==> config.mk <==
export PLATFORM = sky130hd
export DESIGN_NAME = c_subset_tokenizer
export DESIGN_NICKNAME = d
export VERILOG_FILES = /design/src/rtl/core/ct_pkg.sv /design/src/rtl/core/ct_scan.sv /design/src/rtl/core/ct_outq.sv /design/src/rtl/core/c_subset_tokenizer.sv
export SDC_FILE = /design/constraint.sdc
export NUM_CORES = 2
export LEC_CHECK = 0
export BUFFER_PORTS_ARGS = -buffer_cell sky130_fd_sc_hd__buf_2
export CAP_MARGIN = 20
export CORE_MARGIN = 1
export CORE_UTILIZATION = 45
export CTS_CLUSTER_DIAMETER = 30
export DETAILED_ROUTE_END_ITERATION = 10
export GPL_ROUTABILITY_DRIVEN = 1
export GPL_TIMING_DRIVEN = 0
export PLACE_DENSITY = 0.63
export SYNTH_ARGS = -nofsm -noshare
export SYNTH_HDL_FRONTEND = slang
export SYNTH_SLANG_ARGS = --single-unit
==> constraint.sdc <==
create_clock -name clock -period 19.6 [get_ports clock]
set_input_delay 0 -clock clock [delete_from_list [all_inputs] [get_ports clock]]
set_output_delay 0 -clock clock [all_outputs]
set_load 0.02 [all_outputs]
==> src/rtl/core/ct_pkg.sv <==
// Shared types, token codes and helper functions for the C subset tokenizer.
`timescale 1ns / 1ps

package ct_pkg;

   localparam int MAX_IDENT_LEN = 63;
   localparam int POS_BITS      = 16;
   localparam int LEN_BITS      = 6;
   localparam int MAX_RES       = 4;
   localparam logic [POS_BITS-1:0] POS_MAX = '1;

   typedef enum logic [4:0] {
      K_EOF   = 5'd0,  K_INT   = 5'd1,  K_IDENT = 5'd2,  K_KW_INT = 5'd3,
      K_VOID  = 5'd4,  K_RET   = 5'd5,  K_IF    = 5'd6,  K_ELSE   = 5'd7,
      K_WHILE = 5'd8,  K_PLUS  = 5'd9,  K_MINUS = 5'd10, K_STAR   = 5'd11,
      K_SLASH = 5'd12, K_PCT   = 5'd13, K_LPAR  = 5'd14, K_RPAR   = 5'd15,
      K_LBRC  = 5'd16, K_RBRC  = 5'd17, K_SEMI  = 5'd18, K_COMMA  = 5'd19,
      K_LT    = 5'd20, K_LE    = 5'd21, K_GT    = 5'd22, K_GE     = 5'd23,
      K_ASG   = 5'd24, K_EQ    = 5'd25, K_NOT   = 5'd26, K_NE     = 5'd27,
      K_AND   = 5'd28, K_OR    = 5'd29, K_ERR   = 5'd30, K_ICHAR  = 5'd31
   } kind_type;

   typedef enum logic [12:0] {
      M_IDLE  = 13'h0001, M_NUM  = 13'h0002, M_IDENT = 13'h0004,
      M_SLASH = 13'h0008, M_LCOM = 13'h0010, M_BCOM  = 13'h0020,
      M_BSTAR = 13'h0040, M_LT   = 13'h0080, M_GT    = 13'h0100,
      M_EQ    = 13'h0200, M_BANG = 13'h0400, M_AMP   = 13'h0800,
      M_PIPE  = 13'h1000
   } mode_type;

   typedef struct packed {
      kind_type              kind;
      logic [63:0]           value;
      logic [POS_BITS-1:0]   line;
      logic [POS_BITS-1:0]   col;
   } entry_type;

   typedef struct packed {
      entry_type [MAX_RES-1:0] ent;
      logic [2:0]              cnt;
   } group_type;

   // Match a finished identifier against the keyword list
   function automatic kind_type kw_kind(input logic [47:0] prefix, input logic too_long);
      kind_type k;
      k = K_IDENT;
      if (!too_long) begin
         case (prefix)
            48'h0000_0069_6E74: k = K_KW_INT;
            48'h0000_766F_6964: k = K_VOID;
            48'h7265_7475_726E: k = K_RET;
            48'h0000_0000_6966: k = K_IF;
            48'h0000_656C_7365: k = K_ELSE;
            48'h0077_6869_6C65: k = K_WHILE;
            default:            k = K_IDENT;
         endcase
      end
      return k;
   endfunction

   function automatic logic is_digit(input logic [7:0] c);
      return (c >= "0") && (c <= "9");
   endfunction

   function automatic logic is_alpha(input logic [7:0] c);
      return ((c >= "a") && (c <= "z")) || ((c >= "A") && (c <= "Z")) || (c == "_");
   endfunction

   function automatic logic is_space(input logic [7:0] c);
      return (c == " ") || ((c >= 8'd9) && (c <= 8'd13));
   endfunction

endpackage

==> src/rtl/core/ct_scan.sv <==
// Scanner state registers and per-byte token logic.
`timescale 1ns / 1ps

module ct_scan (
   input  logic               clock,
   input  logic               reset,
   input  logic               fire,
   input  logic [7:0]         source_byte,
   input  logic               end_of_source,
   output ct_pkg::group_type  group
);

   ct_pkg::mode_type                mode_ff, mode_in;
   logic [63:0]                     accum_ff, accum_in;
   logic [ct_pkg::LEN_BITS-1:0]     len_ff, len_in;
   logic [47:0]                     prefix_ff, prefix_in;
   logic                            toolong_ff, toolong_in;
   logic [ct_pkg::POS_BITS-1:0]     cline_ff, cline_in, ccol_ff, ccol_in;
   logic [ct_pkg::POS_BITS-1:0]     tline_ff, tline_in, tcol_ff, tcol_in;

   ct_pkg::group_type g;
   logic              do_start;
   logic [7:0]        c;
   ct_pkg::kind_type  single;

   // Work through one byte: earlier token, new token start, position, then end of source
   always_comb begin
      c          = source_byte;
      g          = '0;
      do_start   = 1'b0;
      single     = ct_pkg::K_ERR;
      mode_in    = mode_ff;
      accum_in   = accum_ff;
      len_in     = len_ff;
      prefix_in  = prefix_ff;
      toolong_in = toolong_ff;
      cline_in   = cline_ff;
      ccol_in    = ccol_ff;
      tline_in   = tline_ff;
      tcol_in    = tcol_ff;

      if (c != 8'd0) begin
         case (mode_ff)
            ct_pkg::M_NUM: begin
               if (ct_pkg::is_digit(c))
                  accum_in = (accum_ff << 3) + (accum_ff << 1) + {56'd0, c - "0"};
               else begin
                  g.ent[g.cnt[1:0]] = '{ct_pkg::K_INT, accum_ff, tline_ff, tcol_ff};
                  g.cnt = g.cnt + 3'd1;
                  do_start = 1'b1;
               end
            end
            ct_pkg::M_IDENT: begin
               if ((ct_pkg::is_alpha(c) || ct_pkg::is_digit(c)) &&
                   (len_ff < ct_pkg::LEN_BITS'(ct_pkg::MAX_IDENT_LEN))) begin
                  len_in = len_ff + 1'b1;
                  if (len_ff < ct_pkg::LEN_BITS'(6))
                     prefix_in = {prefix_ff[39:0], c};
                  else
                     toolong_in = 1'b1;
                  g.ent[g.cnt[1:0]] = '{ct_pkg::K_ICHAR, {56'd0, c}, tline_ff, tcol_ff};
                  g.cnt = g.cnt + 3'd1;
               end else begin
                  g.ent[g.cnt[1:0]] = '{ct_pkg::kw_kind(prefix_ff, toolong_ff), 64'd0,
                                        tline_ff, tcol_ff};
                  g.cnt = g.cnt + 3'd1;
                  do_start = 1'b1;
               end
            end
            ct_pkg::M_SLASH: begin
               if (c == "/") mode_in = ct_pkg::M_LCOM;
               else if (c == "*") mode_in = ct_pkg::M_BCOM;
               else begin
                  g.ent[g.cnt[1:0]] = '{ct_pkg::K_SLASH, 64'd0, tline_ff, tcol_ff};
                  g.cnt = g.cnt + 3'd1;
                  do_start = 1'b1;
               end
            end
            ct_pkg::M_LCOM: if (c == 8'd10) mode_in = ct_pkg::M_IDLE;
            ct_pkg::M_BCOM: if (c == "*") mode_in = ct_pkg::M_BSTAR;
            ct_pkg::M_BSTAR: begin
               if (c == "/") mode_in = ct_pkg::M_IDLE;
               else if (c != "*") mode_in = ct_pkg::M_BCOM;
            end
            ct_pkg::M_LT, ct_pkg::M_GT, ct_pkg::M_EQ, ct_pkg::M_BANG,
            ct_pkg::M_AMP, ct_pkg::M_PIPE: begin
               // Two-character operators: pair or fall back to the lone form
               logic [7:0]       second;
               ct_pkg::kind_type k1, k2;
               second = "=";
               k1 = ct_pkg::K_ERR;
               k2 = ct_pkg::K_ERR;
               case (mode_ff)
                  ct_pkg::M_LT:   begin k1 = ct_pkg::K_LT;  k2 = ct_pkg::K_LE; end
                  ct_pkg::M_GT:   begin k1 = ct_pkg::K_GT;  k2 = ct_pkg::K_GE; end
                  ct_pkg::M_EQ:   begin k1 = ct_pkg::K_ASG; k2 = ct_pkg::K_EQ; end
                  ct_pkg::M_BANG: begin k1 = ct_pkg::K_NOT; k2 = ct_pkg::K_NE; end
                  ct_pkg::M_AMP:  begin second = "&"; k2 = ct_pkg::K_AND; end
                  default:        begin second = "|"; k2 = ct_pkg::K_OR; end
               endcase
               if (c == second) begin
                  g.ent[g.cnt[1:0]] = '{k2, 64'd0, tline_ff, tcol_ff};
                  mode_in = ct_pkg::M_IDLE;
               end else begin
                  g.ent[g.cnt[1:0]] = '{k1, 64'd0, tline_ff, tcol_ff};
                  do_start = 1'b1;
               end
               g.cnt = g.cnt + 3'd1;
            end
            default: do_start = 1'b1;
         endcase

         // Start a new token at the current position
         if (do_start) begin
            tline_in = cline_ff;
            tcol_in  = ccol_ff;
            mode_in  = ct_pkg::M_IDLE;
            if (ct_pkg::is_space(c)) begin
               mode_in = ct_pkg::M_IDLE;
            end else if (ct_pkg::is_digit(c)) begin
               mode_in  = ct_pkg::M_NUM;
               accum_in = {56'd0, c - "0"};
            end else if (ct_pkg::is_alpha(c)) begin
               mode_in    = ct_pkg::M_IDENT;
               len_in     = ct_pkg::LEN_BITS'(1);
               prefix_in  = {40'd0, c};
               toolong_in = 1'b0;
               g.ent[g.cnt[1:0]] = '{ct_pkg::K_ICHAR, {56'd0, c}, cline_ff, ccol_ff};
               g.cnt = g.cnt + 3'd1;
            end else begin
               case (c)
                  "/": mode_in = ct_pkg::M_SLASH;
                  "<": mode_in = ct_pkg::M_LT;
                  ">": mode_in = ct_pkg::M_GT;
                  "=": mode_in = ct_pkg::M_EQ;
                  "!": mode_in = ct_pkg::M_BANG;
                  "&": mode_in = ct_pkg::M_AMP;
                  "|": mode_in = ct_pkg::M_PIPE;
                  default: begin
                     case (c)
                        "+":     single = ct_pkg::K_PLUS;
                        "-":     single = ct_pkg::K_MINUS;
                        "*":     single = ct_pkg::K_STAR;
                        "%":     single = ct_pkg::K_PCT;
                        "(":     single = ct_pkg::K_LPAR;
                        ")":     single = ct_pkg::K_RPAR;
                        "{":     single = ct_pkg::K_LBRC;
                        "}":     single = ct_pkg::K_RBRC;
                        ";":     single = ct_pkg::K_SEMI;
                        ",":     single = ct_pkg::K_COMMA;
                        default: single = ct_pkg::K_ERR;
                     endcase
                     g.ent[g.cnt[1:0]] = '{single, 64'd0, cline_ff, ccol_ff};
                     g.cnt = g.cnt + 3'd1;
                  end
               endcase
            end
         end

         // Advance the position, saturating
         if (c == 8'd10) begin
            if (cline_ff != ct_pkg::POS_MAX) cline_in = cline_ff + 1'b1;
            ccol_in = ct_pkg::POS_BITS'(1);
         end else if (ccol_ff != ct_pkg::POS_MAX) begin
            ccol_in = ccol_ff + 1'b1;
         end
      end

      // End of source: flush the pending token, emit EOF, return to reset
      if ((c == 8'd0) || end_of_source) begin
         case (mode_in)
            ct_pkg::M_NUM: begin
               g.ent[g.cnt[1:0]] = '{ct_pkg::K_INT, accum_in, tline_in, tcol_in};
               g.cnt = g.cnt + 3'd1;
            end
            ct_pkg::M_IDENT: begin
               g.ent[g.cnt[1:0]] = '{ct_pkg::kw_kind(prefix_in, toolong_in), 64'd0,
                                     tline_in, tcol_in};
               g.cnt = g.cnt + 3'd1;
            end
            ct_pkg::M_SLASH, ct_pkg::M_LT, ct_pkg::M_GT, ct_pkg::M_EQ,
            ct_pkg::M_BANG, ct_pkg::M_AMP, ct_pkg::M_PIPE: begin
               case (mode_in)
                  ct_pkg::M_SLASH: single = ct_pkg::K_SLASH;
                  ct_pkg::M_LT:    single = ct_pkg::K_LT;
                  ct_pkg::M_GT:    single = ct_pkg::K_GT;
                  ct_pkg::M_EQ:    single = ct_pkg::K_ASG;
                  ct_pkg::M_BANG:  single = ct_pkg::K_NOT;
                  default:         single = ct_pkg::K_ERR;
               endcase
               g.ent[g.cnt[1:0]] = '{single, 64'd0, tline_in, tcol_in};
               g.cnt = g.cnt + 3'd1;
            end
            default: ;
         endcase
         g.ent[g.cnt[1:0]] = '{ct_pkg::K_EOF, 64'd0, cline_in, ccol_in};
         g.cnt = g.cnt + 3'd1;
         mode_in    = ct_pkg::M_IDLE;
         accum_in   = '0;
         len_in     = '0;
         prefix_in  = '0;
         toolong_in = 1'b0;
         cline_in   = ct_pkg::POS_BITS'(1);
         ccol_in    = ct_pkg::POS_BITS'(1);
         tline_in   = ct_pkg::POS_BITS'(1);
         tcol_in    = ct_pkg::POS_BITS'(1);
      end
   end

   assign group = g;

   // Hold state; advance on each accepted transaction
   always_ff @(posedge clock) begin
      if (reset) begin
         mode_ff    <= ct_pkg::M_IDLE;
         accum_ff   <= '0;
         len_ff     <= '0;
         prefix_ff  <= '0;
         toolong_ff <= 1'b0;
         cline_ff   <= ct_pkg::POS_BITS'(1);
         ccol_ff    <= ct_pkg::POS_BITS'(1);
         tline_ff   <= ct_pkg::POS_BITS'(1);
         tcol_ff    <= ct_pkg::POS_BITS'(1);
      end else if (fire) begin
         mode_ff    <= mode_in;
         accum_ff   <= accum_in;
         len_ff     <= len_in;
         prefix_ff  <= prefix_in;
         toolong_ff <= toolong_in;
         cline_ff   <= cline_in;
         ccol_ff    <= ccol_in;
         tline_ff   <= tline_in;
         tcol_ff    <= tcol_in;
      end
   end

endmodule

==> src/rtl/core/ct_outq.sv <==
// Result group register, drained one token per cycle while rsp_ready is high.
`timescale 1ns / 1ps

module ct_outq (
   input  logic                        clock,
   input  logic                        reset,
   input  logic                        load,
   input  ct_pkg::group_type           group,
   output logic                        room,
   output logic                        rsp_valid,
   input  logic                        rsp_ready,
   output ct_pkg::entry_type           head,
   output logic                        last
);

   ct_pkg::entry_type [ct_pkg::MAX_RES-1:0] ent_ff;
   logic [2:0] rem_ff, rem_in;
   logic [1:0] idx_ff, idx_in;
   logic       take;

   assign rsp_valid = (rem_ff != 3'd0);
   assign take      = rsp_valid && rsp_ready;
   assign room      = (rem_ff == 3'd0) || ((rem_ff == 3'd1) && rsp_ready);
   assign head      = ent_ff[idx_ff];
   assign last      = (rem_ff == 3'd1);

   // Load a new group or step to the next token
   always_comb begin
      rem_in = rem_ff;
      idx_in = idx_ff;
      if (load && (group.cnt != 3'd0)) begin
         rem_in = group.cnt;
         idx_in = 2'd0;
      end else if (take) begin
         rem_in = rem_ff - 3'd1;
         idx_in = idx_ff + 2'd1;
      end
   end

   always_ff @(posedge clock) begin
      if (reset) begin
         rem_ff <= '0;
         idx_ff <= '0;
      end else begin
         rem_ff <= rem_in;
         idx_ff <= idx_in;
      end
   end

   always_ff @(posedge clock) begin
      if (load && (group.cnt != 3'd0)) ent_ff <= group.ent;
   end

endmodule

==> src/rtl/core/c_subset_tokenizer.sv <==
// Top level of the C subset tokenizer.
// Tokens: a completed token is written to the output register when its byte is accepted.
// Input: one byte per cycle while each byte yields at most one token and rsp_ready
// is high; a byte yielding more tokens holds the input until the register drains.
// Reset (synchronous, active high): idle mode, position line 1 column 1,
// output register empty.
`timescale 1ns / 1ps

module c_subset_tokenizer (
   input  logic         clock,
   input  logic         reset,
   input  logic         req_valid,
   output logic         req_ready,
   input  logic [7:0]   req_source_byte,
   input  logic         req_end_of_source,
   output logic         rsp_valid,
   input  logic         rsp_ready,
   output logic [4:0]   rsp_token_kind,
   output logic [63:0]  rsp_token_value,
   output logic [15:0]  rsp_start_line,
   output logic [15:0]  rsp_start_col,
   output logic         rsp_last_of_item
);

   ct_pkg::group_type group;
   ct_pkg::entry_type head;
   logic              fire;

   assign fire = req_valid && req_ready;

   ct_scan u_scan (
      .clock         (clock),
      .reset         (reset),
      .fire          (fire),
      .source_byte   (req_source_byte),
      .end_of_source (req_end_of_source),
      .group         (group)
   );

   ct_outq u_outq (
      .clock     (clock),
      .reset     (reset),
      .load      (fire),
      .group     (group),
      .room      (req_ready),
      .rsp_valid (rsp_valid),
      .rsp_ready (rsp_ready),
      .head      (head),
      .last      (rsp_last_of_item)
   );

   assign rsp_token_kind  = head.kind;
   assign rsp_token_value = head.value;
   assign rsp_start_line  = head.line;
   assign rsp_start_col   = head.col;

endmodule
==> metrics <==
status=finished with violations; failing checks=design-rule violations; I/O pin cnt=117; Vias/cell=6.283; Slew Viols, Final=0; DP HPWL=93.37 mm; DR pass1 iterations=9; Max Cap Viol=0; die area=0.08281 mm2; crit path capture=u_outq.ent_ff[39]; initial antenna violation count=8; CTS H-tree lvls=4; pwr dens=122.3 mW/mm2; Storage cell area=0.01616 mm2; Die Span X=287.8 um; Synth Net Count=4,006; Post-synth ARST share=0%; ANT nets after route=0; Worst Max-Slew Pin Slew=1.141 ns; Setup crit start=u_scan.mode_ff[1]; CP arrival=9.16 ns; top_reg_cell synth=edfxtp_1; synth warn=0; top cells by area, synth=edfxtp_1, dfxtp_1, nor2_1, mux4_2, ha_1; worst r2r path cells=20; Seq pwr share=34.0%; largest net degree at the start of global routing=33; CTS tree=done; via count=33,350; synth unique cells=95; sum of negative setup slack=0 ns; number of port buffers=116; Longest Clk Path Bufs=3; top cell type's share of synthesized area=33.01%; Comb pwr share=24.1%; Post-Syn Area=0.03675 mm2; vias in the first global route=31,701; cell taking the most area after synthesis=edfxtp_1; Seq cells post-synth=605; setup bufs post-CTS=0; Final Hold Vio Count=0; Total Wirelength=127.8 mm; DIE HEIGHT=287.8 um; crit share post-route=44.63%; CP startpoint kind=flop; RR Endpoint=u_outq.ent_ff[39]; compound-gate portion of the synthesized area=20.32%; DR iter-0 viols=3,852; switching part of the total power=31.07%; root buf cell=clkbuf_16; clock power share=41.8%; Worst-path clk slew=0.05 ns; CP Data Required Time=20.01 ns; Tmin final=8.747 ns; Initial Util=45.55%; reg-to-reg startpoint=u_scan.mode_ff[1]; largest family of logic cells by synthesized area=compound AO/OA/AOI/OAI gates; first-pass GRT wire length=192.0 mm; CTS buffer count=132; peak fanout along the critical path=10; WHS=0.09058 ns; Syn Area/Cell=9.548 um2; clock sinks=605; floorplan core area=0.08068 mm2; GP Congestion=0.9853; Post-Synth Adder-Cell Area=5.052%; total area of multi-input combinational cells=0.01904 mm2; Net Switching=1.666 mW; Nets=4,291; CP Class=reg -> reg; Worst VDD drop=0.07406 mV; Syn Inst Count=3,849; grt total ovfl=0; CP Capture Type=flop; drt wl/cell=24.07 um; Synth Area in Simple Gates=17.02%; post-synthesis xor/xnor area fraction=2.073%; layout cells sized above 1=13.06%; Global Route Usage Sum=30.32%; RSZ-0062 raised after global routing=no; worst-skew pair later-pin latency=0.73 ns; clock skew=0.02848 ns; type of the most critical hold path=in -> reg; FMAX=0.1143 GHz; Std-Cell Rows=104; sequential fraction of the synthesis area=43.96%; fraction of synthesized area in multiplexers=7.306%; DRC viols=52; FILL cells=7,348; area delta synth->final=19.24%; setup violators final=0; static leakage=15.77 nW; number of flops mapped to enable cells by yosys=404; internal cell power=3.695 mW; worst reg-to-reg setup slack=10.85 ns; Slew HR=23.94%
power groups by stage:
| stage | combinational, mW | clock [mW] | sequential [mW] |
|---|---|---|---|
| after floorplan | 0.765 | 0 | 1.97 |
| after global placement | 1.16 | 0 | 2.05 |
| after detailed placement | 1.27 | 0 | 1.85 |
| after CTS | 1.28 | 2.25 | 1.83 |
| after global routing | 1.36 | 2.32 | 1.85 |
| final | 1.29 | 2.24 | 1.82 |
cell usage after synthesis (12+ instances only):
library cell	n
and3_1	24
o21a_1	14
o31ai_1	17
a22oi_1	184
clkbuf_1	233
mux2i_1	41
or4_1	20
and2_1	19
o211ai_1	36
nor3_1	55
nor4_1	20
nor2b_1	42
mux4_2	101
buf_6	14
nor3b_1	12
or2_2	20
nand2_1	268
nand4_1	36
dfxtp_1	201
a21oi_1	256
xor2_1	37
nor2_1	663
a221oi_1	33
edfxtp_1	404
a211oi_1	13
a2bb2oi_1	14
or3_1	19
o21bai_1	17
xnor2_1	50
buf_1	35
nand2b_1	36
o22ai_1	96
buf_2	28
a21o_1	60
inv_1	66
a22o_1	28
nand3_1	89
o21ai_0	190
ha_1	138
a31oi_1	31
critical path: stages, from the launching register on:
cell and delay, ns:
dfxtp_1 0.29, buf_2 0.25, or3b_2 0.51, nor4_1 0.81, o21ai_1 0.47, o311ai_1 0.26, nand2_1 0.14, nand2_1 0.28
clkbuf_1 0.66, o22ai_1 0.32, a2111o_1 0.51, a211oi_2 0.44, buf_6 0.22, mux2i_1 0.34, ha_1 0.20, clkbuf_1 0.54
nor2_1 0.21, nand3_1 0.34, clkbuf_1 0.68, clkbuf_1 0.65, o32ai_1 0.27
what timing repair did:
action / in CTS / in global routing
resized for setup: 0 / 0
hold buffers: 4 / 0
hold endpoints to repair: 10 / 0
setup endpoints to repair: 0 / 0
layout by cell type, fill, tap and decap left out, types with 137 or more instances in the layout:
master | Yosys | layout
nor2_1 | 663 | 663
edfxtp_1 | 404 | 404
nand2_1 | 268 | 268
a21oi_1 | 256 | 256
clkbuf_1 | 233 | 253
dfxtp_1 | 201 | 201
o21ai_0 | 190 | 190
a22oi_1 | 184 | 184
buf_2 | 28 | 146
ha_1 | 138 | 138
clkbuf_16 | 0 | 137
per-stage QoR:
| step | utilization, % | power [mW] | setup WS [ns] | instances | instance area, um2 |
|---|---|---|---|---|---|
| after global routing | 54.31 | 5.531 | 10.58 | 5306 | 43820 |
| after CTS | 54.23 | 5.362 | 11.18 | 5298 | 43750 |
| after global placement | 47.92 | 3.211 | -1.876 | 5025 | 38660 |
| after floorplan | - | 2.730 | 3.901 | 3849 | 36750 |
| after detailed placement | 48.57 | 3.119 | 11.22 | 5051 | 39180 |
| final | 54.32 | 5.360 | 10.85 | 5308 | 43820 |
metal layers:
metal | vias to the layer above | GRT usage [%] | part of all wire, %
met5 | - | 0 | 0.034
met2 | 1732 | 47.87 | 46
li1 | 15134 | - | -
met4 | 6 | 13.48 | 4.1
met1 | 16122 | 40.44 | 41
met3 | 356 | 5.737 | 9.1
worst min-delay path by stage:
| stage | from | end | slack [ns] | cells past startpoint |
|---|---|---|---|---|
| after floorplan | rsp_ready | req_ready | 0.18 | 2 |
| after global placement | u_scan.len_ff[0] | u_scan.len_ff[0] | 0.48 | 2 |
| after detailed placement | rsp_ready | u_outq.idx_ff[1] | 0.49 | 4 |
| after CTS | req_source_byte[6] | u_scan.mode_ff[11] | 0.03 | 6 |
| after global routing | req_source_byte[6] | u_scan.mode_ff[11] | 0.11 | 6 |
| final | req_source_byte[6] | u_scan.mode_ff[11] | 0.09 | 6 |
cell type report:
type	count	share of cell area [%]
multi-input cells	2865	43.44
flip-flops and latches	605	36.87
clock buffers	159	8.057
well taps	1060	3.026
plain buffers	312	3.009
repair buffers	151	2.730
clock inverters	84	2.267
inverters	67	0.5739
diodes	5	0.02855
logic make-up after synthesis:
family | count (synthesis)
simple gates | 1370
compound gates | 1121
flops | 605
buf+inv | 379
fa+ha+maj | 145
mux | 142
xor+xnor | 87
state kept, by name, indices dropped and copies added, names as in the netlist, 2 cells and up:
| signal | count |
|---|---|
| u_scan.prefix_ff | 48 |
| u_scan.cline_ff | 16 |
| u_scan.accum_ff | 64 |
| u_outq.ent_ff | 404 |
| u_outq.rem_ff | 3 |
| u_outq.idx_ff | 2 |
| u_scan.len_ff | 6 |
| u_scan.mode_ff | 13 |
| u_scan.tline_ff | 16 |
| u_scan.tcol_ff | 16 |
| u_scan.ccol_ff | 16 |
Note: power is estimated with default switching activity, not from simulation.
